==> config.mk <==
export PLATFORM = sky130hd
export DESIGN_NAME = assoc_key_value_table
export DESIGN_NICKNAME = d
export VERILOG_FILES = /design/src/hw/rtl/akvt_pkg.sv /design/src/hw/rtl/akvt_ctrl.sv /design/src/hw/rtl/akvt_dpath.sv /design/src/hw/rtl/assoc_key_value_table.sv
export SDC_FILE = /design/constraint.sdc
export NUM_CORES = 2
export LEC_CHECK = 0
export BUFFER_PORTS_ARGS = -buffer_cell sky130_fd_sc_hd__buf_2
export CELL_PAD_IN_SITES_DETAIL_PLACEMENT = 1
export CELL_PAD_IN_SITES_GLOBAL_PLACEMENT = 2
export CORE_MARGIN = 1.5
export CORE_UTILIZATION = 32
export DETAILED_ROUTE_END_ITERATION = 7
export PLACE_DENSITY_LB_ADDON = 0.05
export SYNTH_ARGS = -nofsm -noshare
export SYNTH_HDL_FRONTEND = slang
export SYNTH_HIERARCHICAL = 1
export SYNTH_SLANG_ARGS = --single-unit
==> constraint.sdc <==
create_clock -name clk -period 9.4 [get_ports clk]
set_input_delay 0.94 -clock clk [delete_from_list [all_inputs] [get_ports clk]]
set_output_delay 0.94 -clock clk [all_outputs]
set_load 0.01 [all_outputs]
==> src/hw/rtl/akvt_pkg.sv <==
`default_nettype none

package akvt_pkg;

  localparam int DATA_W = 64;
  localparam int COUNT_OUT_W = 5;

  typedef enum logic [1:0] {
    OP_GET     = 2'd0,
    OP_GET_KEY = 2'd1,
    OP_SET     = 2'd2,
    OP_DELETE  = 2'd3
  } op_t;

  typedef enum logic [1:0] {
    ST_IDLE,
    ST_SCAN,
    ST_SHIFT
  } state_t;

  typedef struct packed {
    logic [1:0]        operation;
    logic [DATA_W-1:0] key;
    logic [DATA_W-1:0] value;
  } req_t;

  typedef struct packed {
    logic                   found;
    logic [DATA_W-1:0]      data;
    logic                   status;
    logic [COUNT_OUT_W-1:0] entry_count;
  } rsp_t;

  // Commands from the controller to the datapath.
  typedef struct packed {
    logic load;
    logic scan;
    logic shift_init;
    logic shift;
    logic append;
    logic set_hit;
    logic dec;
    logic respond;
    logic found;
    logic status;
    logic give_data;
  } cmd_t;

  // Status from the datapath to the controller.
  typedef struct packed {
    op_t  op;
    logic hit;
    logic scan_end;
    logic full;
  } sts_t;

endpackage

`default_nettype wire

==> src/hw/rtl/akvt_ctrl.sv <==
`default_nettype none

module akvt_ctrl (
  input  wire logic            clk,
  input  wire logic            rst,
  input  wire logic            start,
  input  wire akvt_pkg::sts_t  sts,
  output akvt_pkg::cmd_t       cmd,
  output logic                 busy
);

  akvt_pkg::state_t state;
  akvt_pkg::state_t state_next;

  always_ff @(posedge clk) begin
    if (rst) begin
      state <= akvt_pkg::ST_IDLE;
    end else begin
      state <= state_next;
    end
  end

  always_comb begin
    state_next = state;
    case (state)
      akvt_pkg::ST_IDLE: begin
        if (start) begin
          state_next = akvt_pkg::ST_SCAN;
        end
      end
      akvt_pkg::ST_SCAN: begin
        if (sts.hit) begin
          if (sts.op == akvt_pkg::OP_DELETE) begin
            state_next = akvt_pkg::ST_SHIFT;
          end else begin
            state_next = akvt_pkg::ST_IDLE;
          end
        end else if (sts.scan_end) begin
          state_next = akvt_pkg::ST_IDLE;
        end
      end
      akvt_pkg::ST_SHIFT: begin
        if (sts.scan_end) begin
          state_next = akvt_pkg::ST_IDLE;
        end
      end
      default: begin
        state_next = akvt_pkg::ST_IDLE;
      end
    endcase
  end

  always_comb begin
    cmd  = '0;
    busy = 1'b1;
    case (state)
      akvt_pkg::ST_IDLE: begin
        busy     = 1'b0;
        cmd.load = start;
      end
      akvt_pkg::ST_SCAN: begin
        cmd.scan = 1'b1;
        if (sts.hit) begin
          case (sts.op)
            akvt_pkg::OP_GET, akvt_pkg::OP_GET_KEY: begin
              cmd.respond   = 1'b1;
              cmd.found     = 1'b1;
              cmd.give_data = 1'b1;
            end
            akvt_pkg::OP_SET: begin
              cmd.set_hit = 1'b1;
              cmd.respond = 1'b1;
              cmd.found   = 1'b1;
            end
            default: begin
              cmd.shift_init = 1'b1;
            end
          endcase
        end else if (sts.scan_end) begin
          cmd.respond = 1'b1;
          if (sts.op == akvt_pkg::OP_SET) begin
            // A new key goes at the end unless the table is already full.
            cmd.append = !sts.full;
            cmd.status = sts.full;
          end
        end
      end
      akvt_pkg::ST_SHIFT: begin
        cmd.shift = 1'b1;
        if (sts.scan_end) begin
          cmd.dec     = 1'b1;
          cmd.respond = 1'b1;
          cmd.found   = 1'b1;
        end
      end
      default: begin
        busy = 1'b1;
      end
    endcase
  end

endmodule

`default_nettype wire

==> src/hw/rtl/akvt_dpath.sv <==
`default_nettype none

module akvt_dpath #(
  parameter int CAPACITY = 16
) (
  input  wire logic            clk,
  input  wire logic            rst,
  input  wire akvt_pkg::req_t  req_in,
  input  wire akvt_pkg::cmd_t  cmd,
  output akvt_pkg::sts_t       sts,
  output akvt_pkg::rsp_t       result,
  output logic                 done
);

  localparam int IW = (CAPACITY > 1) ? $clog2(CAPACITY) : 1;
  localparam int CW = $clog2(CAPACITY + 1);
  localparam logic [CW-1:0] CAP = CW'(CAPACITY);

  akvt_pkg::req_t req;

  logic [akvt_pkg::DATA_W-1:0] key_mem [CAPACITY];
  logic [akvt_pkg::DATA_W-1:0] val_mem [CAPACITY];

  logic [CW-1:0] ptr;
  logic [CW-1:0] rd_idx;
  logic [CW-1:0] count;
  logic [CW-1:0] count_next;
  logic          rd_vld;
  logic [akvt_pkg::DATA_W-1:0] rd_key;
  logic [akvt_pkg::DATA_W-1:0] rd_val;

  logic          issue;
  logic          match;
  logic          key_we;
  logic          val_we;
  logic [IW-1:0] wr_addr;
  logic [akvt_pkg::DATA_W-1:0] wr_key;
  logic [akvt_pkg::DATA_W-1:0] wr_val;
  logic [CW-1:0] rd_idx_dn;

  assign issue     = (cmd.scan || cmd.shift) && (ptr < count);
  assign rd_idx_dn = rd_idx - 1'b1;

  always_comb begin
    if (akvt_pkg::op_t'(req.operation) == akvt_pkg::OP_GET_KEY) begin
      match = (rd_val == req.value);
    end else begin
      match = (rd_key == req.key);
    end
  end

  always_comb begin
    sts.op       = akvt_pkg::op_t'(req.operation);
    sts.hit      = rd_vld && match;
    sts.scan_end = !rd_vld && (ptr >= count);
    sts.full     = (count == CAP);
  end

  always_comb begin
    if (cmd.append) begin
      count_next = count + 1'b1;
    end else if (cmd.dec) begin
      count_next = count - 1'b1;
    end else begin
      count_next = count;
    end
  end

  // During a delete each entry read at ptr is written one place lower in the cycle after the read.
  always_comb begin
    key_we  = 1'b0;
    val_we  = 1'b0;
    wr_addr = count[IW-1:0];
    wr_key  = req.key;
    wr_val  = req.value;
    if (cmd.append) begin
      key_we = 1'b1;
      val_we = 1'b1;
    end else if (cmd.set_hit) begin
      val_we  = 1'b1;
      wr_addr = rd_idx[IW-1:0];
    end else if (cmd.shift && rd_vld) begin
      key_we  = 1'b1;
      val_we  = 1'b1;
      wr_addr = rd_idx_dn[IW-1:0];
      wr_key  = rd_key;
      wr_val  = rd_val;
    end
  end

  always_ff @(posedge clk) begin
    if (key_we) begin
      key_mem[wr_addr] <= wr_key;
    end
    rd_key <= key_mem[ptr[IW-1:0]];
  end

  always_ff @(posedge clk) begin
    if (val_we) begin
      val_mem[wr_addr] <= wr_val;
    end
    rd_val <= val_mem[ptr[IW-1:0]];
  end

  always_ff @(posedge clk) begin
    if (rst) begin
      ptr    <= '0;
      rd_vld <= 1'b0;
      count  <= '0;
      done   <= 1'b0;
    end else begin
      count <= count_next;
      done  <= cmd.respond;
      if (cmd.load) begin
        ptr    <= '0;
        rd_vld <= 1'b0;
      end else if (cmd.shift_init) begin
        ptr    <= rd_idx + 1'b1;
        rd_vld <= 1'b0;
      end else begin
        rd_vld <= issue;
        if (issue) begin
          ptr <= ptr + 1'b1;
        end
      end
    end
  end

  always_ff @(posedge clk) begin
    if (cmd.load) begin
      req <= req_in;
    end
    if (issue) begin
      rd_idx <= ptr;
    end
    if (cmd.respond) begin
      result.found       <= cmd.found;
      result.status      <= cmd.status;
      result.entry_count <= akvt_pkg::COUNT_OUT_W'(count_next);
      if (!cmd.give_data) begin
        result.data <= '0;
      end else if (akvt_pkg::op_t'(req.operation) == akvt_pkg::OP_GET_KEY) begin
        result.data <= rd_key;
      end else begin
        result.data <= rd_val;
      end
    end
  end

endmodule

`default_nettype wire

==> src/hw/rtl/assoc_key_value_table.sv <==
`default_nettype none

// Ordered key/value table of up to CAPACITY pairs, searched linearly from the
// oldest entry. A request is taken when start is high and busy is low; its
// result appears on result for exactly one cycle with done high, and the
// receiver cannot stall it, so it must be captured in that cycle. The scan
// reads one entry per cycle through the single read port of the key and value
// memories, whose read data is registered; a request stops at its first match
// or, on a miss, after the last entry held. A delete then moves every later
// entry down one place, one per cycle through the same port. A new request
// may be started in the cycle that done is high.
module assoc_key_value_table #(
  parameter int CAPACITY = 16
) (
  input  wire logic            clk,
  input  wire logic            rst,
  input  wire logic            start,
  input  wire akvt_pkg::req_t  req,
  output logic                 busy,
  output logic                 done,
  output akvt_pkg::rsp_t       result
);

  akvt_pkg::cmd_t cmd;
  akvt_pkg::sts_t sts;

  akvt_ctrl u_ctrl (
    .clk   (clk),
    .rst   (rst),
    .start (start),
    .sts   (sts),
    .cmd   (cmd),
    .busy  (busy)
  );

  akvt_dpath #(
    .CAPACITY (CAPACITY)
  ) u_dpath (
    .clk    (clk),
    .rst    (rst),
    .req_in (req),
    .cmd    (cmd),
    .sts    (sts),
    .result (result),
    .done   (done)
  );

  // Every result closes a request that was in flight.
  a_done_after_busy: assert property (@(posedge clk) disable iff (rst)
    done |-> $past(busy))
    else $error("result without a request in flight");

  a_no_double_done: assert property (@(posedge clk) disable iff (rst)
    done |=> !done)
    else $error("two results in consecutive cycles");

  a_full_not_found: assert property (@(posedge clk) disable iff (rst)
    (done && result.status) |-> !result.found)
    else $error("full status on a set that found its key");

  a_count_bound: assert property (@(posedge clk) disable iff (rst)
    done |-> ((CAPACITY > 31) || (int'(result.entry_count) <= CAPACITY)))
    else $error("entry count beyond capacity");

endmodule

`default_nettype wire
Word-level counts from Yosys, hierarchy flattened
Memory sizes are Yosys's and may differ from the RTL's. A register that Yosys moved wholly into a read port is not among the register bits.
Index checks and enable logic that the tools add are counted.
{ "totals": {"mem_count": 2, "output_inout_bits": 73, "inputBits": 133, "regBits": 220, "mem_bits_rw": 2048} }
{ "mem_list": {"columns": ["memory", "depth", "word_bits", "read_ports", "rd_clocked_by_memory_dff", "write_ports", "line", "source"], "rows": [
  ["u_dpath.key_mem", 16, 64, 1, 1, 1, "akvt_dpath.sv:21", "logic [akvt_pkg::DATA_W-1:0] key_mem [CAPACITY];"],
  ["u_dpath.val_mem", 16, 64, 1, 1, 1, "akvt_dpath.sv:22", "logic [akvt_pkg::DATA_W-1:0] val_mem [CAPACITY];"]
]} }
{ "op_classes": {"n_addsub": 5, "magnitude_cmp": 2, "reduce_logical": 15, "muxes": 51, "bitwise_logic": 3, "n_eq_ne": 9} }
{ "op_table": {"columns": ["cell", "count"], "rows": [
  ["64-bit 2-to-1 mux", 7],
  ["64-bit equality test", 2],
  ["1-bit 2-to-1 mux", 27],
  ["5-bit 2-to-1 mux", 4],
  ["5-bit by 1-bit adder with 5-bit output, second input constant", 3],
  ["2-bit 2-to-1 mux", 7],
  ["4-bit 2-to-1 mux", 3],
  ["2-bit equality test, second input constant", 3],
  ["2-bit one-hot mux with 3 select lines", 1],
  ["3-bit OR reduction", 2],
  ["5-bit equality test, second input constant", 1],
  ["5-bit >= comparator", 1],
  ["5-bit < comparator", 1],
  ["5-bit by 1-bit subtractor with 5-bit output, second input constant", 1],
  ["2-bit by 1-bit equality test with 1-bit output, second input constant", 2],
  ["1-bit logical AND", 4],
  ["2-bit logical NOT", 2],
  ["2-bit one-hot mux with 2 select lines", 1],
  ["2-bit OR reduction", 2],
  ["4-bit OR reduction", 1],
  ["4-bit by 1-bit subtractor with 4-bit output, second input constant", 1],
  ["3-bit 2-to-1 mux", 1],
  ["1-bit inverter", 3],
  ["1-bit logical NOT", 2],
  ["3 further kinds", 3]
]} }

Logic depth before layout (Yosys ltp)
{ "depth": {"word_depth": 10, "mapped_depth": 17} }

Hierarchy
Netlist, hierarchy kept.
{ "modules_own_cells": {"columns": ["mod", "n_inst", "area_each_um2", "cells_per_inst"], "rows": [
  ["akvt_dpath", 1, 90715.8, 3904],
  ["akvt_ctrl", 1, 251.5, 37]
]} }

Worst setup path before layout
Ideal clock, no wire load.
{ "synth_timing": {"path_type": "flip-flop to flip-flop", "start": "reg u_dpath.ptr[0]", "end": "mem u_dpath/val_mem[7][0] in the netlist's numbering, enable pin", "arrival_ns": 9.009, "path_stages_with_launch": 16, "slack_ns": -0.253, "required_ns": 8.756, "setup_ns": 0.644, "period_less_slack_ns": 9.653, "cell_sequence": "dfxtp_1 -> buf_6 -> buf_6 -> buf_4 -> buf_4 -> inv_1 -> ha_1 -> o21ai_0 -> a21oi_1 -> nand4b_1 -> nor2_1 -> clkbuf_1 -> clkbuf_1 -> o22ai_1 -> buf_2 -> nor4_1"} }
{ "synth_rtl": {"columns": ["item", "line", "source"], "rows": [
  ["from (decl)", "akvt_dpath.sv:24", "logic [CW-1:0] ptr;"],
  ["from (signal assigned)", "akvt_dpath.sv:118", "ptr <= rd_idx + 1'b1;"],
  ["from (signal assigned)", "akvt_dpath.sv:123", "ptr <= ptr + 1'b1;"],
  ["to (decl)", "akvt_dpath.sv:22", null]
]} }

==> impl_metrics.json <==
{
  "clock-sinks": 2396,
  "crit_chain": "xnor2_1 > nand4_1 > nor4_2 > nand3_1 > o22ai_1 > nand2_1 > nor3b_1 > a21oi_1 > o21ai_0 > o21a_1 > o21ai_1 > nor3_2 > buf_4 > buf_4",
  "viasPerCell": 5.128,
  "die_w_um": 536.2,
  "ys.flop_type": "edfxtp_1",
  "crit_slowest_cell": "nor4_2",
  "synth_area_um2": 90970,
  "cp.arrival_ns": 8.10,
  "fin_crit_sh_pct": 81.40,
  "final_nets": 4480,
  "worstMarginPinSlew_ns": 1.135,
  "cpPeakStageDelay_ns": 0.88,
  "synth-async-reset-ratio_pct": 0,
  "wl_per_cell_um": 35.30,
  "hold_buffers": 0,
  "route.detailed.drc": 0,
  "period_minus_slack_ns": 7.651,
  "die_h_um": 536.2,
  "setup.worst_path.class": "flip-flop to flip-flop",
  "route.vias.total": 42579,
  "clk_latency_ns": 0.85,
  "cp_num_buf_inv": 2,
  "drv_cap": 0,
  "placed_cells": 7791,
  "synthDistinctLibCells": 52,
  "grt_pass1_vias": 45199,
  "final_hold_viol_count": 0,
  "powerDensity_nw_per_um2": 218.1,
  "synth_edf_count": 2254,
  "final_common_cell": "edfxtp_1",
  "min_path_type": "primary input to flip-flop",
  "coreArea_um2": 282500,
  "clk_pin_slew_ns": 0.06,
  "startpoint_type": "flip-flop",
  "drive_above_1_share_pct": 33.05,
  "synth_nets": 4087,
  "maxSlewHeadroom_pct": 23.99,
  "die_area_um2": 287500,
  "grt_use_total_pct": 20.42,
  "place_congestion": 0.7298,
  "overflow": 0,
  "crit_top_cell": "buf_4",
  "required_ns": 9.85,
  "dp_hpwl_um": 165900,
  "postCtsResizedCells": 0,
  "fp-row-count": 195,
  "drt_pass1_iterations": 5,
  "netlist_instances": 3941,
  "timing.fmax_mhz": 130.7,
  "grt_max_degree": 119,
  "wl_um": 293100,
  "cts_buffers": 284,
  "ios": 206,
  "initialDrtViolationCount": 3839,
  "root_buffer": "clkbuf_16",
  "clock_path_buffers": 4,
  "synth_seq_cells": 2396,
  "status": "finished clean",
  "dpl_cell_area_um2": 96990,
  "ys_seq_area_share_pct": 77.53,
  "final_cell_mix": "edfxtp_1, mux4_2, clkbuf_16",
  "final_cell_count_no_fill": 8303,
  "cts_setup_buffers": 0,
  "grt_pass1_wl_um": 400500,
  "cp_top_family": "simple AND/OR/NAND/NOR gates",
  "final_area_um2": 106000,
  "yosys_warnings": 6,
  "worstSetupEndpointType": "flip-flop",
  "slew_viol_final": 0,
  "start_util_pct": 32.20,
  "antenna_left": 0,
  "syn2layout_area_growth_pct": 16.55,
  "leakage_uw": 0.03241,
  "setup_violations": 0,
  "crit_fanout": 41,
  "cts_tree": "built",
  "rsz0062_at_grt": "false",
  "h-tree-depth": 5,
  "avgSynthCellArea_um2": 23.08,
  "finClkSkew_ns": 0.03125,
  "vdd_drop_max_mv": 0.1353,
  "port_buffers": 205,
  "reg2reg_slack_ns": 1.75,
  "antenna_found_initial": 34
}
## flip-flops by register name (all words and copies together) (netlist names)
name,flops
u_dpath/count,5
u_dpath/ptr,5
u_dpath/done,1
u_dpath/key_mem,1024
u_dpath/rd_key,64
u_dpath/rd_vld,1
u_dpath/val_mem,1024
u_ctrl/state,2
u_dpath/result,71
u_dpath/rd_val,64
u_dpath/req,128
u_dpath/sts,2
u_dpath/rd_idx,5
## cell families after synthesis
group           after synthesis  synth area share, %
flops                      2396                77.53
simple gates                281                1.476
buf+inv                     216                1.158
fa+ha+maj                    13               0.1788
mux                         771                17.34
xor+xnor                    137                1.319
compound gates              127               0.9986
## final cells by class
cell class              instances  area, µm²
fillers                     26690     176500
clock inverters                96      885.9
inverters                      22      82.58
multi-input cells            1329      19660
diodes                         10      25.02
repair buffers                301       2022
flip-flops and latches       2396      70540
well taps                    3743       4683
clock buffers                 406       8117
## stage by stage
step / power, µW / hold WS [ns] / util [%] / setup WS, ns / TNS, ns
after floorplan: 12260 / 0.4309 / - / -0.2525 / -130.57
after global routing: 23840 / 0.2317 / 37.52 / 1.268 / 0
after CTS: 23470 / 0.1890 / 37.52 / 1.538 / 0
after detailed placement: 12590 / 0.5263 / 34.33 / 1.589 / 0
after global placement: 12590 / 0.5281 / 34.33 / 1.129 / 0
final: 23120 / 0.2757 / 37.53 / 1.749 / 0
## final timing paths
check	endpoint	cells past startpoint	from
setup / recovery	u_dpath/key_mem[15][37]$_DFFE_PP_	14	u_dpath/req[95]$_DFFE_PP_
hold / removal	u_dpath/req[91]$_DFFE_PP_	1	req[91]
setup reg to reg	u_dpath/key_mem[15][37]$_DFFE_PP_	14	u_dpath/req[95]$_DFFE_PP_
hold reg to reg	u_dpath/rd_idx[4]$_DFFE_PP_	0	u_dpath/ptr[4]$_SDFFE_PP0P_
## where the power goes
group | total, µW | switching (µW) | internal, µW
sequential | 11800 | 64.6 | 11800
combinational | 526 | 393 | 133
clock | 10800 | 4360 | 6410
total | 23100 | 4820 | 18300
## worst register-to-register path: cells and delay by family (launching register included)
family | cells | cell delay [ns]
buffers and inverters | 2 | 1.38
DFF | 1 | 0.43
and+or+nand+nor | 6 | 2.86
AOI/OAI and AO/OA | 5 | 2.13
xor gates and xnor gates | 1 | 0.38
## per-layer routing
layer,up-vias,GRT usage [%],routed length [µm]
met2,920,33.02,141300
li1,17388,-,-
met1,23957,29.65,136300
met4,2,4.125,4726
met3,312,2.495,10730
met5,-,0,20
## Yosys cell counts, types with 12 or more instances
cell type | count | area, µm²
buf_2 | 49 | 245.2
nand4_1 | 28 | 175.2
inv_1 | 21 | 78.83
xnor2_1 | 119 | 1042
nand3_1 | 13 | 65.06
ha_1 | 13 | 162.7
mux2i_1 | 12 | 120.1
nor2b_1 | 21 | 131.4
dfxtp_1 | 142 | 2843
edfxtp_1 | 2254 | 67680
nand2_1 | 146 | 548.0
mux2_2 | 128 | 1441
nor3_1 | 21 | 105.1
xor2_1 | 18 | 157.7
a21boi_0 | 68 | 510.5
buf_1 | 27 | 101.4
mux4_2 | 631 | 14210
nor4_1 | 28 | 175.2
clkbuf_1 | 78 | 292.8
buf_4 | 30 | 225.2
a21oi_1 | 14 | 70.07
Note: power is estimated with default switching activity, not from simulation.
